<file path="config.mk">
export PLATFORM = sky130hd
export DESIGN_NAME = integer_to_ascii_formatter
export DESIGN_NICKNAME = d
export VERILOG_FILES = /design/src/sv/itoa_pkg.sv /design/src/sv/itoa_dabble_pipe.sv /design/src/sv/itoa_serializer.sv /design/src/sv/integer_to_ascii_formatter.sv
export SDC_FILE = /design/constraint.sdc
export NUM_CORES = 2
export LEC_CHECK = 0
export ABC_AREA = 1
export BUFFER_PORTS_ARGS = -buffer_cell sky130_fd_sc_hd__clkbuf_2
export CAP_MARGIN = 40
export CORE_AREA = 2 2 323 229
export CTS_BUF_LIST = sky130_fd_sc_hd__clkbuf_2
export DETAILED_ROUTE_END_ITERATION = 8
export DIE_AREA = 0 0 325 231
export GPL_TIMING_DRIVEN = 0
export PLACE_DENSITY = 0.76
export SLEW_MARGIN = 20
export SYNTH_ARGS = -nofsm -noshare
export SYNTH_HDL_FRONTEND = slang
export SYNTH_SLANG_ARGS = --single-unit
export TNS_END_PERCENT = 1
</file>
<file path="constraint.sdc">
create_clock -name clk -period 19.99 [get_ports clk]
set_clock_uncertainty 0.05 [all_clocks]
set_input_delay 2.9985 -clock clk [delete_from_list [all_inputs] [get_ports clk]]
set_output_delay 2.9985 -clock clk [all_outputs]
set_load 0.005 [all_outputs]
</file>
<file path="src/sv/itoa_pkg.sv">
package itoa_pkg;

	localparam int WordW    = 32;
	localparam int DecDigits = 10;
	localparam int BcdW     = 4 * DecDigits;
	localparam int DdSteps  = 8;
	localparam int MaxChars = 34;
	localparam int HexDigits = 8;

	typedef enum logic [1:0] {
		KIND_DEC  = 2'd0,
		KIND_HEX  = 2'd1,
		KIND_BIN  = 2'd2,
		KIND_NONE = 2'd3
	} kind_t;

	typedef logic [6:0] char_t;
	typedef logic [5:0] len_t;
	typedef logic [MaxChars-1:0][6:0] text_t;

	localparam char_t CH_0     = 7'h30;
	localparam char_t CH_1     = 7'h31;
	localparam char_t CH_MINUS = 7'h2d;
	localparam char_t CH_X     = 7'h78;
	localparam char_t CH_B     = 7'h62;
	localparam char_t CH_A     = 7'h41;

	localparam len_t HexLen  = 6'd10;
	localparam len_t BinMax  = 6'd32;
	localparam len_t PfxLen  = 6'd2;

	typedef struct packed {
		kind_t            kind;
		logic             neg;
		len_t             nbits;
		logic [WordW-1:0] word;
		logic [BcdW-1:0]  bcd;
		logic [WordW-1:0] bin;
	} conv_t;

	// eight shift-add-3 steps of binary to BCD conversion
	function automatic conv_t dd_steps(input conv_t c);
		conv_t r;
		logic [3:0] dg;
		r = c;
		for (int s = 0; s < DdSteps; s++) begin
			for (int d = 0; d < DecDigits; d++) begin
				dg = r.bcd[d*4 +: 4];
				if (dg >= 4'd5)
					r.bcd[d*4 +: 4] = dg + 4'd3;
			end
			{r.bcd, r.bin} = {r.bcd, r.bin} << 1;
		end
		return r;
	endfunction

endpackage

</file>
<file path="src/sv/itoa_dabble_pipe.sv">
module itoa_dabble_pipe import itoa_pkg::*; (
	input  logic  clk,
	input  logic  arst_n,
	input  logic  in_valid,
	output logic  in_ready,
	input  conv_t in_data,
	output logic  out_valid,
	input  logic  out_ready,
	output conv_t out_data
);

	logic  v_s2, v_s3, v_s4, v_s5;
	conv_t d_s2, d_s3, d_s4, d_s5;
	logic  rdy_s2, rdy_s3, rdy_s4, rdy_s5;

	assign rdy_s5 = !v_s5 || out_ready;
	assign rdy_s4 = !v_s4 || rdy_s5;
	assign rdy_s3 = !v_s3 || rdy_s4;
	assign rdy_s2 = !v_s2 || rdy_s3;

	assign in_ready  = rdy_s2;
	assign out_valid = v_s5;
	assign out_data  = d_s5;

	always_ff @(posedge clk or negedge arst_n) begin
		if (!arst_n) begin
			v_s2 <= 1'b0;
			v_s3 <= 1'b0;
			v_s4 <= 1'b0;
			v_s5 <= 1'b0;
		end else begin
			if (rdy_s2) v_s2 <= in_valid;
			if (rdy_s3) v_s3 <= v_s2;
			if (rdy_s4) v_s4 <= v_s3;
			if (rdy_s5) v_s5 <= v_s4;
		end
	end

	always_ff @(posedge clk) begin
		if (rdy_s2) d_s2 <= dd_steps(in_data);
		if (rdy_s3) d_s3 <= dd_steps(d_s2);
		if (rdy_s4) d_s4 <= dd_steps(d_s3);
		if (rdy_s5) d_s5 <= dd_steps(d_s4);
	end

endmodule

</file>
<file path="src/sv/itoa_serializer.sv">
module itoa_serializer import itoa_pkg::*; (
	input  logic  clk,
	input  logic  arst_n,
	input  logic  load_valid,
	output logic  load_ready,
	input  text_t load_text,
	input  len_t  load_len,
	output logic  char_valid,
	input  logic  char_stall,
	output char_t char_code,
	output logic  last
);

	text_t sh_q;
	len_t  rem_q;
	logic  done;
	logic  take;

	assign char_valid = (rem_q != '0);
	assign char_code  = sh_q[0];
	assign last       = (rem_q == len_t'(1));
	assign take       = char_valid && !char_stall;
	assign done       = !char_valid || (last && !char_stall);
	assign load_ready = done;

	always_ff @(posedge clk or negedge arst_n) begin
		if (!arst_n) begin
			rem_q <= '0;
		end else if (load_valid && done) begin
			rem_q <= load_len;
		end else if (take) begin
			rem_q <= rem_q - len_t'(1);
		end
	end

	always_ff @(posedge clk) begin
		if (load_valid && done) begin
			sh_q <= load_text;
		end else if (take) begin
			sh_q <= {7'b0, sh_q[MaxChars-1:1]};
		end
	end

endmodule

</file>
<file path="src/sv/integer_to_ascii_formatter.sv">
// Integer to ASCII text formatter.
// Item channel: kind, value, bit_count qualified by item_valid; the block
// holds item_stall high while it cannot take a beat. Kind selects signed
// decimal, "0x" plus eight uppercase hex digits, or "0b" plus the low
// bit_count bits (saturated at 32). Kind 3 gives no characters.
// Char channel: one character per beat on char_code, last marks the final
// character of a number. A stalled beat holds its payload.
// Path: each item passes one magnitude/shift stage, four BCD conversion
// stages of 8 bits each and one text build stage, then the output shift
// register that holds its first character.
// Throughput: the pipeline takes an item every cycle while item_stall is low;
// the output register sends one character per cycle while char_stall is low,
// and an item's text has 1 to 11 characters for decimal, 10 for hex and 2 to
// 34 for binary; a kind 3 item is loaded there but sends no character.
// When char_stall is high the stages fill and item_stall rises once all are
// full; nothing is dropped or repeated.
// Reset (arst_n low) clears all valid bits and the pending character count.
module integer_to_ascii_formatter import itoa_pkg::*; (
	input  logic               clk,
	input  logic               arst_n,
	input  logic               item_valid,
	output logic               item_stall,
	input  logic [1:0]         kind,
	input  logic signed [31:0] value,
	input  logic [5:0]         bit_count,
	output logic               char_valid,
	input  logic               char_stall,
	output logic [6:0]         char_code,
	output logic               last
);

	// stage 1: magnitude and binary alignment
	logic        v_s1;
	conv_t       d_s1;
	logic        rdy_s1;
	logic        dd_ready;
	logic [31:0] uval;
	len_t        nb;
	conv_t       c_in;

	assign rdy_s1     = !v_s1 || dd_ready;
	assign item_stall = !rdy_s1;
	assign uval       = value;

	always_comb begin
		nb = (bit_count > BinMax) ? BinMax : bit_count;
		c_in.kind  = kind_t'(kind);
		c_in.neg   = (kind_t'(kind) == KIND_DEC) && uval[31];
		c_in.nbits = nb;
		c_in.word  = (kind_t'(kind) == KIND_BIN) ? (uval << (BinMax - nb)) : uval;
		c_in.bcd   = '0;
		c_in.bin   = c_in.neg ? (~uval + 32'd1) : uval;
	end

	always_ff @(posedge clk or negedge arst_n) begin
		if (!arst_n) begin
			v_s1 <= 1'b0;
		end else if (rdy_s1) begin
			v_s1 <= item_valid;
		end
	end

	always_ff @(posedge clk) begin
		if (rdy_s1) d_s1 <= c_in;
	end

	// stages 2..5: BCD conversion
	logic  dd_valid;
	logic  rdy_s6;
	conv_t dd_data;

	itoa_dabble_pipe u_dabble (
		.clk       (clk),
		.arst_n    (arst_n),
		.in_valid  (v_s1),
		.in_ready  (dd_ready),
		.in_data   (d_s1),
		.out_valid (dd_valid),
		.out_ready (rdy_s6),
		.out_data  (dd_data)
	);

	// stage 6: text build
	logic            v_s6;
	text_t           txt_s6;
	len_t            len_s6;
	logic            ser_ready;
	logic [3:0]      lead;
	logic            found;
	logic [BcdW-1:0] dsh;
	char_t           dch [DecDigits];
	char_t           hch [HexDigits];
	logic [3:0]      nib;
	text_t           txt;
	len_t            len;

	assign rdy_s6 = !v_s6 || ser_ready;

	always_comb begin
		lead  = 4'd9;
		found = 1'b0;
		for (int i = 0; i < DecDigits - 1; i++) begin
			if (!found && dd_data.bcd[BcdW-1-4*i -: 4] != 4'd0) begin
				lead  = 4'(i);
				found = 1'b1;
			end
		end
		dsh = dd_data.bcd << {lead, 2'b00};
		for (int p = 0; p < DecDigits; p++)
			dch[p] = CH_0 + char_t'(dsh[BcdW-1-4*p -: 4]);
		for (int h = 0; h < HexDigits; h++) begin
			nib = dd_data.word[WordW-1-4*h -: 4];
			hch[h] = (nib > 4'd9) ? (CH_A + char_t'(nib - 4'd10)) : (CH_0 + char_t'(nib));
		end

		txt = '0;
		len = '0;
		case (dd_data.kind)
			KIND_DEC: begin
				if (dd_data.neg) begin
					txt[0] = CH_MINUS;
					for (int p = 0; p < DecDigits; p++)
						txt[p+1] = dch[p];
				end else begin
					for (int p = 0; p < DecDigits; p++)
						txt[p] = dch[p];
				end
				len = len_t'(4'd10 - lead) + len_t'(dd_data.neg);
			end
			KIND_HEX: begin
				txt[0] = CH_0;
				txt[1] = CH_X;
				for (int h = 0; h < HexDigits; h++)
					txt[h+2] = hch[h];
				len = HexLen;
			end
			KIND_BIN: begin
				txt[0] = CH_0;
				txt[1] = CH_B;
				for (int b = 0; b < WordW; b++)
					txt[b+2] = dd_data.word[WordW-1-b] ? CH_1 : CH_0;
				len = dd_data.nbits + PfxLen;
			end
			default: begin
				len = '0;
			end
		endcase
	end

	always_ff @(posedge clk or negedge arst_n) begin
		if (!arst_n) begin
			v_s6 <= 1'b0;
		end else if (rdy_s6) begin
			v_s6 <= dd_valid;
		end
	end

	always_ff @(posedge clk) begin
		if (rdy_s6) begin
			txt_s6 <= txt;
			len_s6 <= len;
		end
	end

	// output shift register
	itoa_serializer u_ser (
		.clk        (clk),
		.arst_n     (arst_n),
		.load_valid (v_s6),
		.load_ready (ser_ready),
		.load_text  (txt_s6),
		.load_len   (len_s6),
		.char_valid (char_valid),
		.char_stall (char_stall),
		.char_code  (char_code),
		.last       (last)
	);

endmodule
</file>
After elaboration in Yosys (flattened, before gate mapping)
Cells that the tools add are included.

Register bits: 939. Input bits: 44. Output and inout bits: 10. Logic and storage cells: 1341.

Add/subtract/negate cells: 315. Order comparisons: 284. Equal/unequal tests: 4. Shift-type cells: 2. Mux-type cells: 582. Bitwise gates (word level): 1. Reduce and logical (&&, ||, !) cells: 49.

Operator list (number): $mux 4 (477); $ge 4x3->1 const B (275); $add 4x2->4 const B (251); $mux 238 (2); $pmux 70 s3 (1); $mux 3 (45); $add 6x4->7 const A (18); $add 3x2->3 const B (24); $mux 70 (1); $mux 32 (2); $mux 7 (9); $add 7x7->7 const A (8); $mux 1 (40); $shl 40x6->40 (1); $sub 4x4->5 const B (8); $reduce_bool 4->1 (9); $add 32x1->32 const B (1); $gt 4x4->1 const B (8); $not 32->32 (1); $shl 32x6->32 (1); $mux 6 (3); $pmux 6 s3 (1); $logic_not 1->1 (17); $pmux 7 s2 (1); other kinds (14) (33).

Longest topological paths before layout
Depth in word-level cells: 30. Gate-level depth with buffers: 47. Gate-level depth less buffers: 47.

Hierarchy
Synthesis repeated with hierarchy kept, for this count alone.

Cells, all modules: 9234. Area total of the unflattened synthesis: 66301.1 sq um.

Modules (own cells, without submodules): itoa_dabble_pipe (times used 1, cells each 6475, area an instance 42759.8 sq um, seq. area each 11270.8 sq um); integer_to_ascii_formatter (times used 1, cells each 1658, area an instance 12527.0 sq um, seq. area each 5335.1 sq um); itoa_serializer (times used 1, cells each 1101, area an instance 11014.3 sq um, seq. area each 7297.0 sq um).

Worst setup path after synthesis
No wires, ideal clock.

Kind: input to output. Start point: input char_stall. End point: output item_stall. Data arrival time: 12.241 ns. Required time: 16.942 ns. Slack: 4.701 ns. Cell stages on the path: 14. Buffers on the path: 0. Cell sequence: inv_1 -> nand2_1 -> nand2_1 -> nor2_1 -> inv_1 -> nor2_1 -> inv_1 -> nor2_1 -> inv_1 -> nor2_1 -> inv_1 -> nor2_1 -> inv_1 -> nor2_1.

Word-level cells in the longest chain between the ends: 10.

Ends and longest elaborated chain: from (decl) (line integer_to_ascii_formatter.sv:27) `input logic char_stall,`; $logic_not 1->1 (line itoa_serializer.sv:23) `assign done = !char_valid || (last && !char_stall);`; $logic_and 1x1->1 (line itoa_serializer.sv:23); $logic_or 1x1->1 (line itoa_serializer.sv:23); $logic_or 1x1->1 (line integer_to_ascii_formatter.sv:97) `assign rdy_s6 = !v_s6 || ser_ready;`; named net rdy_s6 (line integer_to_ascii_formatter.sv:69) `logic rdy_s6;`; $logic_or 1x1->1 (line itoa_dabble_pipe.sv:16) `assign rdy_s5 = !v_s5 || out_ready;`; named net u_dabble.rdy_s5 (line itoa_dabble_pipe.sv:14) `logic rdy_s2, rdy_s3, rdy_s4, rdy_s5;`; $logic_or 1x1->1 (line itoa_dabble_pipe.sv:17) `assign rdy_s4 = !v_s4 || rdy_s5;`; named net u_dabble.rdy_s4 (line itoa_dabble_pipe.sv:14); $logic_or 1x1->1 (line itoa_dabble_pipe.sv:18) `assign rdy_s3 = !v_s3 || rdy_s4;`; named net u_dabble.rdy_s3 (line itoa_dabble_pipe.sv:14); $logic_or 1x1->1 (line itoa_dabble_pipe.sv:19) `assign rdy_s2 = !v_s2 || rdy_s3;`; named net dd_ready (line integer_to_ascii_formatter.sv:36) `logic dd_ready;`; $logic_or 1x1->1 (line integer_to_ascii_formatter.sv:41) `assign rdy_s1 = !v_s1 || dd_ready;`; $logic_not 1->1 (line integer_to_ascii_formatter.sv:42) `assign item_stall = !rdy_s1;`; to (decl) (line integer_to_ascii_formatter.sv:22) `output logic item_stall,`.

The timed path passes the listed nets, and every way through them passes these cells.

Worst setup path in the final report
Same ends and word-level chain as after synthesis.

==> summary.txt <==
Detailed routing
  • Routed len/inst: approximately 16 um
  • DRT iter0 DRCs: approximately 3300
  • Via count: 35700
  • Post-route DRC: 0
  • Via density: approximately 5.4
  • Final wirelength: roughly 100 mm
  • DRT antenna net count: 0
  • Drt pass-1 iters: 6

Setup path
  • Arr. time, crit path: 6.52 ns
  • Crit path required time: 16.94 ns
  • CP delay by family, top: buffers and inverters
  • Slowest stage cell, crit path: inv_4
  • Max incr delay on CP: 0.42 ns
  • Reg-to-reg startpoint: u_dabble.d_s3[48]
  • CP startpoint kind: input pin
  • Worst reg2reg setup slack: around 14 ns
  • Critical Path Most Common Cell: nor2_1
  • CP cell instances: clkbuf_2 -> inv_1 -> nand2_1 -> nand2_1 -> nor2_1 -> inv_6 -> nor2_1 -> inv_4 -> buf_16 -> nor2_1 -> inv_4 -> nor2_1 -> inv_4 -> nor2_1 -> inv_4 -> nor2_1 -> clkbuf_2
  • Worst r2r dst: u_dabble.d_s4[50]
  • Critical path type: input pin to output pin
  • Reg2reg path depth: between 40 and 50
  • CP max FO: 60
  • Endpoint class of the critical path: output pin
  • Crit path buf inv count: 9

Synthesis
  • Post-synthesis simple-gate area fraction: 31.4%
  • Combinational family with the most area after synthesis: simple AND/OR/NAND/NOR gates
  • Syn_nets: between 5000 and 6000
  • Ys async rst share: 1.93%
  • Main area contributors after synthesis: edfxtp_1 (43%), nand2_1 (15%), inv_1 (6.6%)
  • Xor/xnor cell area share of the yosys netlist: 3.04%
  • Cell taking the most area after synthesis: edfxtp_1
  • Top FF cell, synth: edfxtp_1
  • Sequential area share after synthesis: between 40 and 50%
  • Top cell type's share of synthesized area: ~43%
  • Adder-Cell Fraction of Synth Area: between 5 and 6%
  • Synthesized flop and latch total: approximately 620
  • Syn avg cell area: roughly 8 sq um
  • Synth Area in Compound Gates: 8.43%
  • Synth cell types: 67
  • Mapped Cells: 5294
  • Post-synth EDFFs: 611
  • Synth Warn #: 0
  • Post-Syn Area: about 43000 sq um
  • Mux share of post-synthesis cell area: less than 1%

Place
  • Placer Congestion: a little over 1
  • Area after DPL: around 45000 sq um
  • Dpl hpwl: just over 80 mm
  • PortBufs: between 50 and 60

Min path
  • Hold EP: u_dabble.d_s4[27]
  • HP Start: u_dabble.d_s3[19]
  • Hold/Removal Path Class: flip-flop to flip-flop
  • WHS Path Cells: 0

Clock tree
  • CTS tree: yes
  • Clk slew on worst S/H paths: roughly 0.15 ns
  • Worst-Skew Late Latency: 1.38 ns
  • Clock sink count: 623
  • H-tree depth: 4
  • Deepest clock path buffer count: 3
  • Post-CTS Resized: 0
  • CTS Root Buffer Type: clkbuf_2
  • Num CTS Buffers: 147
  • CTS Hold Bufs: 0
  • Post-CTS setup buffers: 0

Run
  • Max Cap Viol: 0

Finish
  • Multi-input gate area: between 20000 and 25000 sq um
  • Fin area: around 46000 sq um
  • Register Area: around 19000 sq um
  • Nets: between 5000 and 6000
  • Layout cells sized above 1: roughly 14%
  • Area growth from synthesis to layout: 7.45%
  • Fillers: 6244

STA
  • Setup tns final: 0 ns
  • Count of final setup violators: 0
  • Tightest Pin Transition: ~0.98 ns
  • Slew Viols, Final: 0
  • Slew Limit Headroom: about a third
  • Final worst-path cycle share: a little under half
  • Peak Freq: ~0.10 GHz
  • Final worst path period need: approximately 9.6 ns
  • Final Hold Fails: 0
  • Unrepaired setup endpoints after global routing: no

Global route
  • Initial antenna violation count: 7
  • Largest net degree at the start of global routing: slightly above 60
  • Vias in the first global route: roughly 33000
  • Global-route wire length before repair: roughly 170 mm
  • Gr usage total: around 28%
  • Global route overflow: 0

Outcome
  • Outcome: completed

Floorplan
  • Die W: 325 um
  • IO Count: 54
  • Core area: 72400 sq um
  • Initial Util: ~60%
  • Die ar.: 75100 sq um
  • Row count: between 80 and 90
  • Die Height: ~230 um
per-stage QoR:
stage | setup slack, ns | instances | hold slack, ns | utilization (%)
final | 10.42 | 6597 | 0.307 | 63.6
after global placement | 0.442 | 6324 | 0.350 | 61.3
after detailed placement | 10.37 | 6333 | 0.355 | 61.6
after CTS | 10.36 | 6585 | 0.284 | 63.5
after global routing | 10.07 | 6596 | 0.295 | 63.6
after floorplan | 4.70 | 5294 | 0.350 | -
layout by cell type (no fill, tap or decap), types with 21 or more instances in the layout:
master | Yosys | routed
o22ai_1 | 33 | 33
nand4_1 | 145 | 145
nand3_1 | 362 | 362
a21o_1 | 23 | 23
ha_1 | 187 | 187
xnor2_1 | 21 | 21
clkinv_1 | 6 | 27
o211ai_1 | 21 | 21
nand2_4 | 29 | 29
nand2_1 | 1719 | 1719
edfxtp_1 | 611 | 611
clkbuf_2 | 0 | 259
o21ai_0 | 273 | 273
a21oi_1 | 85 | 85
o21ai_2 | 35 | 35
and2_1 | 21 | 21
inv_1 | 754 | 748
nor2_1 | 158 | 158
nand2_2 | 218 | 218
a31oi_1 | 22 | 22
nand3b_1 | 23 | 23
xor2_1 | 86 | 86
o21ai_1 | 30 | 30
nand3_2 | 103 | 103
clkbuf_1 | 83 | 82
metal layers:
layer / track usage (%) / share of wire (%) / routed length [um] / vias to the layer above
met2: 39.6 / 40 / 42000 / 1221
met3: 6.50 / 9.9 / 10400 / 117
met1: 43.8 / 49 / 51100 / 16300
li1: - / - / - / 18100
met5: 0 / 0.042 / 44 / -
met4: 6.34 / 1.4 / 1440 / 6
kinds of logic (layout without fill, tap and decap cells):
kind of cell	after synthesis	after routing
xor+xnor	128	128
buf+inv	884	1204
other cells	0	6
simple gates	2862	2862
flops	623	623
mux	14	14
fa+ha+maj	187	187
compound gates	596	596
synth_stat cells, drive strengths merged, types with 4 or more instances:
cell	n
a211oi	9
a21o	24
a21oi	86
a221o	11
a221oi	9
a31o	6
a31oi	22
and2	43
buf	22
clkbuf	83
clkinv	9
dfrtp	12
edfxtp	611
ha	187
inv	770
mux2i	14
nand2	1966
nand3	476
nand3b	23
nand4	145
nor2	159
nor3	18
nor3b	4
nor4	8
o211ai	21
o21a	4
o21ai	344
o221ai	10
o22ai	34
or2	18
xnor2	29
xor2	99
worst max path at each step:
stage                     from         end  slack (ns)  cells past startpoint
floorplan           char_stall  item_stall        4.70                     14
global placement    char_stall  item_stall        0.44                     16
detailed placement  char_stall  item_stall       10.37                     17
CTS                 char_stall  item_stall       10.36                     17
global route        char_stall  item_stall       10.07                     17
finish              char_stall  item_stall       10.42                     17
area by class of cell:
class	instances	area share [%]
timing repair buffer	68	1.18
tap	977	2.65
clock inverter	46	0.780
inverter	779	6.40
buffer	105	0.929
clock buffer	206	2.24
sequential	623	40.5
antenna	6	0.0326
multi-input combinational	3787	45.3
sequential cells by signal, summed over array words and instances (netlist names):
name / flops
u_dabble.out_data: 81
v_s6: 1
u_dabble.d_s4: 80
txt_s6: 97
u_dabble.v_s4: 1
u_ser.char_code: 7
u_dabble.v_s2: 1
len_s6: 6
d_s1: 73
u_ser.rem_q: 6
u_dabble.d_s2: 75
u_dabble.d_s3: 78
u_ser.sh_q: 114
u_dabble.v_s3: 1
v_s1: 1
u_dabble.out_valid: 1
Power is left out: the tool's default activity adds up to more than one toggle a clock period on the data nets, which glitch-free logic cannot reach.
